$ cat src/rtl/core/ffha_pkg.sv
// Shared constants, types and helpers for the first-fit heap allocator.
package ffha_pkg;

  localparam int unsigned MAX_BLOCKS_DEF   = 64;
  localparam int unsigned HEADER_BYTES_DEF = 32;

  localparam int unsigned VW = 26;                // offset and length width
  localparam logic [VW-1:0] HEAP_MIN = 26'd64;
  localparam logic [VW-1:0] HEAP_MAX = 26'd33554432;

  // Transaction kinds on in_tuser
  localparam logic KIND_ALLOC   = 1'b0;
  localparam logic KIND_RELEASE = 1'b1;

  // Result status codes
  localparam logic [1:0] ST_OK      = 2'd0;
  localparam logic [1:0] ST_NO_FIT  = 2'd1;
  localparam logic [1:0] ST_BAD_REL = 2'd2;

  // One table entry: start offset and length including header
  typedef struct packed {
    logic [VW-1:0] start;
    logic [VW-1:0] len;
  } entry_t;

  // Clamp a written arena size into the legal range
  function automatic logic [VW-1:0] clamp_heap(input logic [VW-1:0] v);
    logic [VW-1:0] r;
    r = v;
    if (v < HEAP_MIN) r = HEAP_MIN;
    if (v > HEAP_MAX) r = HEAP_MAX;
    return r;
  endfunction

endpackage

$ cat src/rtl/core/ffha_table.sv
// Block table storage: single write port, one registered read port.
module ffha_table #(
  parameter int unsigned DEPTH = ffha_pkg::MAX_BLOCKS_DEF,
  parameter int unsigned AW    = $clog2(DEPTH)
) (
  input  logic                 clk,
  input  logic                 rd_en,
  input  logic [AW-1:0]        rd_addr,
  output ffha_pkg::entry_t     rd_data,
  input  logic                 wr_en,
  input  logic [AW-1:0]        wr_addr,
  input  ffha_pkg::entry_t     wr_data
);

  ffha_pkg::entry_t mem [DEPTH];
  ffha_pkg::entry_t rd_data_r;

  // Write entry
  always_ff @(posedge clk) begin
    if (wr_en) begin
      mem[wr_addr] <= wr_data;
    end
  end

  // Register read data
  always_ff @(posedge clk) begin
    if (rd_en) begin
      rd_data_r <= mem[rd_addr];
    end
  end

  assign rd_data = rd_data_r;

endmodule

$ cat src/rtl/core/first_fit_heap_allocator_top.sv
// First-fit heap allocator top level: sequencer, in-use flags and result register.
//
// The arena is kept as an address-ordered table of up to MAX_BLOCKS blocks in a
// memory with one write port and one registered read port, so every table
// access takes a read state and then an evaluate or write state. An allocate
// scans entries and moves entries on a split; a release scans entries and
// moves entries for each merge, up to two merges. One transaction is worked
// at a time; in_tready is high only when the sequencer is idle, and a
// finished result waits in the output register while the next transaction
// is taken. After reset and after each heap_bytes write the table is rebuilt
// to one free block in the init state, during which nothing is accepted.
module first_fit_heap_allocator_top #(
  parameter int unsigned MAX_BLOCKS   = ffha_pkg::MAX_BLOCKS_DEF,
  parameter int unsigned HEADER_BYTES = ffha_pkg::HEADER_BYTES_DEF
) (
  input  logic        clk,
  input  logic        rst_n,
  // configuration: heap_bytes
  input  logic        cfg_valid,
  output logic        cfg_ready,
  input  logic [25:0] cfg_data,
  // request channel
  input  logic        in_tvalid,
  output logic        in_tready,
  input  logic [55:0] in_tdata,   // [25:0] request_size, [51:26] release_offset, rest zero
  input  logic        in_tuser,   // [0] kind
  // result channel
  output logic        out_tvalid,
  input  logic        out_tready,
  output logic [31:0] out_tdata   // [1:0] status, [27:2] payload_offset, rest zero
);

  localparam int unsigned IW = $clog2(MAX_BLOCKS);
  localparam int unsigned CW = $clog2(MAX_BLOCKS + 1);
  localparam int unsigned VW = ffha_pkg::VW;
  localparam logic [VW:0]  HDR = (VW+1)'(HEADER_BYTES);
  localparam logic [CW-1:0] CNT_MAX = CW'(MAX_BLOCKS);
  localparam logic [CW-1:0] CNT_ONE = CW'(1);

  localparam logic [3:0] S_INIT    = 4'd0;
  localparam logic [3:0] S_IDLE    = 4'd1;
  localparam logic [3:0] S_SCAN_RD = 4'd2;
  localparam logic [3:0] S_SCAN_EV = 4'd3;
  localparam logic [3:0] S_INS_RD  = 4'd4;
  localparam logic [3:0] S_INS_WR  = 4'd5;
  localparam logic [3:0] S_PREV_RD = 4'd6;
  localparam logic [3:0] S_PREV_EV = 4'd7;
  localparam logic [3:0] S_DEL_RD  = 4'd8;
  localparam logic [3:0] S_DEL_WR  = 4'd9;
  localparam logic [3:0] S_NEXT_RD = 4'd10;
  localparam logic [3:0] S_NEXT_EV = 4'd11;
  localparam logic [3:0] S_RESP    = 4'd12;

  // control state
  logic [3:0]            state_r, state_nxt;
  logic [CW-1:0]         count_r, count_nxt;
  logic [MAX_BLOCKS-1:0] in_use_r, in_use_nxt;
  logic [VW-1:0]         heap_r, heap_nxt;
  logic                  out_valid_r, out_valid_nxt;
  logic                  phase_r, phase_nxt;

  // working registers
  logic [CW-1:0]         idx_r, idx_nxt;
  logic [CW-1:0]         k_r, k_nxt;
  logic [CW-1:0]         f_r, f_nxt;
  logic                  kind_r, kind_nxt;
  logic [VW-1:0]         off_r, off_nxt;
  logic [VW:0]           need_r, need_nxt;
  logic [1:0]            status_r, status_nxt;
  logic [VW-1:0]         payload_r, payload_nxt;
  logic [VW-1:0]         cur_start_r, cur_start_nxt;
  logic [VW-1:0]         cur_len_r, cur_len_nxt;
  ffha_pkg::entry_t      new_r, new_nxt;
  logic [31:0]           out_data_r, out_data_nxt;

  // table port
  logic                  rd_en, wr_en;
  logic [IW-1:0]         rd_addr, wr_addr;
  ffha_pkg::entry_t      rd_data, wr_data;

  // shifted in-use vectors
  logic [MAX_BLOCKS-1:0] ins_vec, del_vec;
  logic [CW-1:0]         del_pos;
  logic [VW:0]           e_pay;
  logic                  e_free;

  ffha_table #(.DEPTH(MAX_BLOCKS), .AW(IW)) u_table (
    .clk     (clk),
    .rd_en   (rd_en),
    .rd_addr (rd_addr),
    .rd_data (rd_data),
    .wr_en   (wr_en),
    .wr_addr (wr_addr),
    .wr_data (wr_data)
  );

  assign in_tready  = (state_r == S_IDLE) && !cfg_valid;
  assign cfg_ready  = (state_r == S_IDLE);
  assign out_tvalid = out_valid_r;
  assign out_tdata  = out_data_r;

  assign e_pay  = {1'b0, rd_data.start} + HDR;
  assign e_free = !in_use_r[idx_r[IW-1:0]];
  assign del_pos = (state_r == S_PREV_EV) ? f_r : f_r + CNT_ONE;

  // Open a free slot after idx and mark idx used; close the slot at del_pos
  always_comb begin
    for (int k = 0; k < MAX_BLOCKS; k++) begin
      if (CW'(k) > idx_r + CNT_ONE) begin
        ins_vec[k] = (k > 0) ? in_use_r[(k + MAX_BLOCKS - 1) % MAX_BLOCKS] : 1'b0;
      end else if (CW'(k) == idx_r + CNT_ONE) begin
        ins_vec[k] = 1'b0;
      end else if (CW'(k) == idx_r) begin
        ins_vec[k] = 1'b1;
      end else begin
        ins_vec[k] = in_use_r[k];
      end
      if (CW'(k) >= del_pos) begin
        del_vec[k] = (k + 1 < MAX_BLOCKS) ? in_use_r[(k+1) % MAX_BLOCKS] : 1'b0;
      end else begin
        del_vec[k] = in_use_r[k];
      end
    end
  end

  // Sequencer
  always_comb begin
    state_nxt     = state_r;
    count_nxt     = count_r;
    in_use_nxt    = in_use_r;
    heap_nxt      = heap_r;
    out_valid_nxt = out_valid_r;
    phase_nxt     = phase_r;
    idx_nxt       = idx_r;
    k_nxt         = k_r;
    f_nxt         = f_r;
    kind_nxt      = kind_r;
    off_nxt       = off_r;
    need_nxt      = need_r;
    status_nxt    = status_r;
    payload_nxt   = payload_r;
    cur_start_nxt = cur_start_r;
    cur_len_nxt   = cur_len_r;
    new_nxt       = new_r;
    out_data_nxt  = out_data_r;
    rd_en         = 1'b0;
    rd_addr       = '0;
    wr_en         = 1'b0;
    wr_addr       = '0;
    wr_data       = '0;

    // drop result once taken
    if (out_valid_r && out_tready) begin
      out_valid_nxt = 1'b0;
    end

    case (state_r)
      S_INIT: begin
        wr_en         = 1'b1;
        wr_data.start = '0;
        wr_data.len   = heap_r;
        count_nxt     = CNT_ONE;
        in_use_nxt    = '0;
        state_nxt     = S_IDLE;
      end
      S_IDLE: begin
        if (cfg_valid) begin
          heap_nxt  = ffha_pkg::clamp_heap(cfg_data);
          state_nxt = S_INIT;
        end else if (in_tvalid) begin
          kind_nxt    = in_tuser;
          off_nxt     = in_tdata[51:26];
          need_nxt    = {1'b0, in_tdata[25:0]} + HDR;
          idx_nxt     = '0;
          payload_nxt = '0;
          if (in_tuser == ffha_pkg::KIND_ALLOC && in_tdata[25:0] == '0) begin
            status_nxt = ffha_pkg::ST_NO_FIT;
            state_nxt  = S_RESP;
          end else begin
            state_nxt = S_SCAN_RD;
          end
        end
      end
      S_SCAN_RD: begin
        if (idx_r == count_r) begin
          status_nxt = (kind_r == ffha_pkg::KIND_RELEASE) ? ffha_pkg::ST_BAD_REL
                                                          : ffha_pkg::ST_NO_FIT;
          state_nxt  = S_RESP;
        end else begin
          rd_en     = 1'b1;
          rd_addr   = idx_r[IW-1:0];
          state_nxt = S_SCAN_EV;
        end
      end
      S_SCAN_EV: begin
        if (kind_r == ffha_pkg::KIND_ALLOC) begin
          if (e_free && {1'b0, rd_data.len} > need_r) begin
            status_nxt  = ffha_pkg::ST_OK;
            payload_nxt = e_pay[VW-1:0];
            if ({1'b0, rd_data.len} > need_r + HDR && count_r < CNT_MAX) begin
              // split: shrink this entry, queue the remainder behind it
              wr_en         = 1'b1;
              wr_addr       = idx_r[IW-1:0];
              wr_data.start = rd_data.start;
              wr_data.len   = need_r[VW-1:0];
              new_nxt.start = rd_data.start + need_r[VW-1:0];
              new_nxt.len   = rd_data.len - need_r[VW-1:0];
              in_use_nxt    = ins_vec;
              count_nxt     = count_r + CNT_ONE;
              k_nxt         = count_r;
              state_nxt     = S_INS_RD;
            end else begin
              in_use_nxt[idx_r[IW-1:0]] = 1'b1;
              state_nxt = S_RESP;
            end
          end else begin
            idx_nxt   = idx_r + CNT_ONE;
            state_nxt = S_SCAN_RD;
          end
        end else begin
          if (e_pay == {1'b0, off_r}) begin
            if (e_free) begin
              status_nxt = ffha_pkg::ST_BAD_REL;
              state_nxt  = S_RESP;
            end else begin
              status_nxt    = ffha_pkg::ST_OK;
              in_use_nxt[idx_r[IW-1:0]] = 1'b0;
              f_nxt         = idx_r;
              cur_start_nxt = rd_data.start;
              cur_len_nxt   = rd_data.len;
              state_nxt     = S_PREV_RD;
            end
          end else begin
            idx_nxt   = idx_r + CNT_ONE;
            state_nxt = S_SCAN_RD;
          end
        end
      end
      S_INS_RD: begin
        if (k_r == idx_r + CNT_ONE) begin
          wr_en     = 1'b1;
          wr_addr   = k_r[IW-1:0];
          wr_data   = new_r;
          state_nxt = S_RESP;
        end else begin
          rd_en     = 1'b1;
          rd_addr   = IW'(k_r - CNT_ONE);
          state_nxt = S_INS_WR;
        end
      end
      S_INS_WR: begin
        wr_en     = 1'b1;
        wr_addr   = k_r[IW-1:0];
        wr_data   = rd_data;
        k_nxt     = k_r - CNT_ONE;
        state_nxt = S_INS_RD;
      end
      S_PREV_RD: begin
        if (f_r != '0 && !in_use_r[IW'(f_r - CNT_ONE)]) begin
          rd_en     = 1'b1;
          rd_addr   = IW'(f_r - CNT_ONE);
          state_nxt = S_PREV_EV;
        end else begin
          state_nxt = S_NEXT_RD;
        end
      end
      S_PREV_EV: begin
        // fold into the free block before, then remove this entry
        wr_en         = 1'b1;
        wr_addr       = IW'(f_r - CNT_ONE);
        wr_data.start = rd_data.start;
        wr_data.len   = rd_data.len + cur_len_r;
        cur_start_nxt = rd_data.start;
        cur_len_nxt   = rd_data.len + cur_len_r;
        in_use_nxt    = del_vec;
        k_nxt         = f_r;
        f_nxt         = f_r - CNT_ONE;
        phase_nxt     = 1'b0;
        state_nxt     = S_DEL_RD;
      end
      S_DEL_RD: begin
        if (k_r + CNT_ONE == count_r) begin
          count_nxt = count_r - CNT_ONE;
          state_nxt = phase_r ? S_RESP : S_NEXT_RD;
        end else begin
          rd_en     = 1'b1;
          rd_addr   = IW'(k_r + CNT_ONE);
          state_nxt = S_DEL_WR;
        end
      end
      S_DEL_WR: begin
        wr_en     = 1'b1;
        wr_addr   = k_r[IW-1:0];
        wr_data   = rd_data;
        k_nxt     = k_r + CNT_ONE;
        state_nxt = S_DEL_RD;
      end
      S_NEXT_RD: begin
        if (f_r + CNT_ONE < count_r && !in_use_r[IW'(f_r + CNT_ONE)]) begin
          rd_en     = 1'b1;
          rd_addr   = IW'(f_r + CNT_ONE);
          state_nxt = S_NEXT_EV;
        end else begin
          state_nxt = S_RESP;
        end
      end
      S_NEXT_EV: begin
        // absorb the free block after, then remove it
        wr_en         = 1'b1;
        wr_addr       = f_r[IW-1:0];
        wr_data.start = cur_start_r;
        wr_data.len   = cur_len_r + rd_data.len;
        in_use_nxt    = del_vec;
        k_nxt         = f_r + CNT_ONE;
        phase_nxt     = 1'b1;
        state_nxt     = S_DEL_RD;
      end
      S_RESP: begin
        if (!out_valid_r || out_tready) begin
          out_valid_nxt = 1'b1;
          out_data_nxt  = {4'd0, payload_r, status_r};
          state_nxt     = S_IDLE;
        end
      end
      default: begin
        state_nxt = S_INIT;
      end
    endcase
  end

  // Control registers
  always_ff @(posedge clk) begin
    if (!rst_n) begin
      state_r     <= S_INIT;
      count_r     <= CNT_ONE;
      in_use_r    <= '0;
      heap_r      <= ffha_pkg::HEAP_MAX;
      out_valid_r <= 1'b0;
      phase_r     <= 1'b0;
    end else begin
      state_r     <= state_nxt;
      count_r     <= count_nxt;
      in_use_r    <= in_use_nxt;
      heap_r      <= heap_nxt;
      out_valid_r <= out_valid_nxt;
      phase_r     <= phase_nxt;
    end
  end

  // Working registers
  always_ff @(posedge clk) begin
    idx_r       <= idx_nxt;
    k_r         <= k_nxt;
    f_r         <= f_nxt;
    kind_r      <= kind_nxt;
    off_r       <= off_nxt;
    need_r      <= need_nxt;
    status_r    <= status_nxt;
    payload_r   <= payload_nxt;
    cur_start_r <= cur_start_nxt;
    cur_len_r   <= cur_len_nxt;
    new_r       <= new_nxt;
    out_data_r  <= out_data_nxt;
  end

endmodule

$ cat config.mk
export PLATFORM = sky130hd
export DESIGN_NAME = first_fit_heap_allocator_top
export DESIGN_NICKNAME = d
export VERILOG_FILES = /design/src/rtl/core/ffha_pkg.sv /design/src/rtl/core/ffha_table.sv /design/src/rtl/core/first_fit_heap_allocator_top.sv
export SDC_FILE = /design/constraint.sdc
export NUM_CORES = 2
export LEC_CHECK = 0
export BUFFER_PORTS_ARGS = -buffer_cell sky130_fd_sc_hd__buf_4
export CAP_MARGIN = 20
export CELL_PAD_IN_SITES_DETAIL_PLACEMENT = 1
export CELL_PAD_IN_SITES_GLOBAL_PLACEMENT = 2
export CORE_MARGIN = 2
export CORE_UTILIZATION = 31
export CTS_BUF_LIST = sky130_fd_sc_hd__clkbuf_8 sky130_fd_sc_hd__clkbuf_16
export CTS_CLUSTER_SIZE = 28
export DETAILED_ROUTE_END_ITERATION = 8
export PLACE_DENSITY = 0.67
export SYNTH_ARGS = -nofsm -noshare
export SYNTH_HDL_FRONTEND = slang
export SYNTH_SLANG_ARGS = --single-unit
$ cat constraint.sdc
create_clock -name clk -period 8.3 [get_ports clk]
set_clock_uncertainty 0.05 [all_clocks]
set_input_delay 1.66 -clock clk [delete_from_list [all_inputs] [get_ports clk]]
set_output_delay 1.66 -clock clk [all_outputs]
set_load 0.1 [all_outputs]
==> run summary <==
initial antenna violation count -> 31
post-synthesis area per instance -> 14.1 sq um
Layout Cells excl Fill -> 18.6k
top-count cell post-synth -> edfxtp_1
slew margin rel. -> 16.1%
area of the die -> 512000 sq um
RSZ-0062 raised after global routing -> false
largest net degree at the start of global routing -> 105
CP max stage delay -> 870 ps
clk root buf -> clkbuf_16
clock tree buffer depth -> 4
aggregate global routing overflow -> 0
Hold WC Path Type -> flip-flop to flip-flop
Synth cell types -> 95
# placed instances -> 17.9k
clock net sink count -> 3718
Leakage -> 60.4 nW
slowest CP cell -> a211oi_4
Resized cells post-CTS -> 0
first-pass detailed-route iteration total -> 7
Worst R2R Start -> f_r[1]
Final Net Count -> 11.8k
final setup violation count -> 0
sequential fraction of the synthesis area -> 70.4%
Port Buffers -> 114
Highest Clock Rate -> 132 MHz
Post-Route WL -> 595 mm
worst hold stages -> 0
Setup WS post-layout -> 734 ps
critical path cell sequence -> inv_1 > ha_1 > xnor2_4 > mux4_2 > mux2i_1 > mux2_2 > a2bb2oi_1 > buf_4 > o21ai_1 > a211oi_4 > nand3_1 > buf_4 > nor2_4 > buf_4 > a22oi_1 > nand2_1 > a31oi_1 > buf_4 > o221ai_1 > buf_4
TritonCTS Buffers -> 397
Post-CTS Setup Inserts -> 0
H-tree level count -> 5
Min Clock Period, post-route -> 7570 ps
Post-Syn Area -> 157000 sq um
Finished Cell Area -> 183000 sq um
YS warnings -> 0
Tot Pwr -> 42.8 mW
worst reg2reg setup slack -> 730 ps
Required @ worst endpoint -> 9110 ps
Critical path origin -> f_r[1]
first-pass GRT wire length -> 831 mm
Yosys reg bits -> 3718
worst r2r dst -> u_table.rd_data[4]
post-synthesis cell type with the largest combined area -> edfxtp_1
hold path start -> payload_r[18]
die width -> 716 microns
crit share post-route -> 91.2%
placed cell area -> 171000 sq um
vias in the first global route -> 107k
status -> finished clean
most frequent CP cell -> buf_4
synth cell count leaders -> 3615 x edfxtp_1, 2097 x nand2_1, 734 x nand3_1, 584 x a21oi_1, 386 x nor2_1
reg2reg path depth -> 20
EDFF count, synth -> 3615
All-Layer GR Usage -> 22.6%
startpoint types -> flip-flop
DRC -> 0
Chip Height -> 716 microns
gpl congestion -> 0.904
Core ar. -> 505000 sq um
pre-CTS WS -> 962 ps
routed length per instance -> 31.9 microns
Setup TNS -> 0 ps
post-route ant nets -> 0
critical path type -> flip-flop to flip-flop
worst slew pin tran -> 1250 ps
CP Capture Type -> flip-flop
Final Hold Fails -> 0
clock latency on the worst-skew pair -> 1050 ps
WP data arrival -> 8380 ps
ratio of cells with drive above 1 in the final layout -> 15.0%
Max Fanout on Critical Path -> 17
initial DRC count -> 12.0k
Hold Path End -> out_tdata[20]
Std-Cell Rows -> 261
Yosys top cell area share -> 69.1%
DP HPWL -> 365 mm
Avg Vias per Cell -> 5.68
fin. max-slew vios -> 0
Initial Util -> 31.1%
CTS tree -> built
io pins -> 123
Area Overhead vs Synth -> 16.8%
max cap viols -> 0
Hold Buf Count CTS -> 0
Post-synth ARST share -> 0%
Area contributors post-synth -> edfxtp_1 69%, nand2_1 5.0%, mux4_2 4.8%, nand3_1 2.3%, a21oi_1 1.9%
Worst IR Drop VDD -> 176 uV
vias -> 106k
Synth Flop Type -> edfxtp_1
Synth Instances -> 11.2k
Clock Pin Slew Worst Setup and Hold Paths -> 60 ps
PwrDens -> 234 nW/um^2
-- final cells by class --
| class | count | area [sq um] |
|---|---|---|
| Inverter | 119 | 447 |
| Multi-Input combinational cell | 6642 | 44100 |
| Antenna cell | 8 | 20.0 |
| Fill cell | 52300 | 321000 |
| Sequential cell | 3718 | 111000 |
| Clock inverter | 312 | 2670 |
| Tap cell | 6706 | 8390 |
| Clock buffer | 403 | 10100 |
| Timing Repair Buffer | 703 | 7140 |
-- layer usage --
metal  global-route usage, %  vias up  wire (microns)
li1                        -    43900               -
met1                    30.7    56300          250000
met2                    36.4     4468          277000
met3                    4.03     1036           46500
met4                    7.52        8           21500
met5                       0        -              54
-- per-stage QoR --
stage          util, %  hold slack [ps]
2_1_floorplan        -              350
3_3_place_gp      33.8              354
3_5_place_dp      33.8              355
4_1_cts           36.3              368
5_1_grt           36.3              374
6_report          36.3              366
-- layout by cell type, fill, tap and decap left out, drive strengths merged, types with 24 or more instances in the layout --
| master | n |
|---|---|
| edfxtp | 3615 |
| nand2 | 2097 |
| nand3 | 735 |
| buf | 702 |
| a21oi | 584 |
| clkbuf | 404 |
| nor2 | 391 |
| mux4 | 333 |
| o21ai | 250 |
| mux2i | 219 |
| inv | 209 |
| clkinv | 180 |
| a31oi | 175 |
| and3 | 153 |
| nor3 | 134 |
| ha | 125 |
| xnor2 | 125 |
| a22oi | 118 |
| o22ai | 104 |
| dfxtp | 103 |
| a221oi | 92 |
| a311oi | 81 |
| xor2 | 80 |
| a32o | 63 |
| a21o | 61 |
| nor4 | 58 |
| a211oi | 51 |
| nand4 | 50 |
| o221ai | 50 |
| a222oi | 47 |
| bufinv | 37 |
| nor3b | 32 |
| or3 | 28 |
| a32oi | 27 |
| nand2b | 25 |
| and2 | 24 |
-- state kept, by name, indices dropped and copies added, names as in the netlist, 26 cells and up --
signal           cells
in_use_r            64
out_tdata           28
new_r               52
u_table.rd_data     52
u_table.mem       3328
cur_len_r           26
need_r              27
off_r               26
heap_r              26
payload_r           26
cur_start_r         26
-- where the power goes --
group          total (mW)  internal (mW)  leakage (nW)  switching (mW)
registers            21.0           20.7          31.9           0.265
clock network        17.7           9.95          6.55            7.75
logic                4.17           1.32          21.9            2.84
total                42.8           32.0          60.4            10.9
-- worst max-delay path by stage --
| stage | endpoint | slack, ps |
|---|---|---|
| floorplan | u_table.mem[50][0] | 760 |
| global route | u_table.rd_data[4] | 780 |
| detailed placement | u_table.rd_data[4] | 960 |
| CTS | u_table.rd_data[4] | 900 |
| global placement | u_table.rd_data[4] | 1070 |
| finish | u_table.rd_data[4] | 730 |
-- kinds of logic (layout without fill, tap and decap cells) --
family / Yosys count / in the layout / share of synthesized area [%]
compound gates: 1921 / 1921 / 8.18
fa+ha+maj: 129 / 129 / 1.05
flops: 3718 / 3718 / 70.4
mux: 558 / 558 / 6.21
xor+xnor: 205 / 205 / 1.16
simple gates: 3825 / 3825 / 10.7
buf+inv: 813 / 1537 / 2.26
other cells: 1 / 12 / 0.00239
-- worst max-delay path, delay by kind of cell (launching register included) --
kind	cells	cell delay [ps]
AO/OA/AOI/OAI	6	1460
XOR/XNOR	1	810
adder cells (fa/ha/maj)	1	310
buffers and inverters	6	1410
flip-flops	1	470
multiplexers	3	1490
AND/OR/NAND/NOR	3	1370
Power figures use the tool's default switching activity.
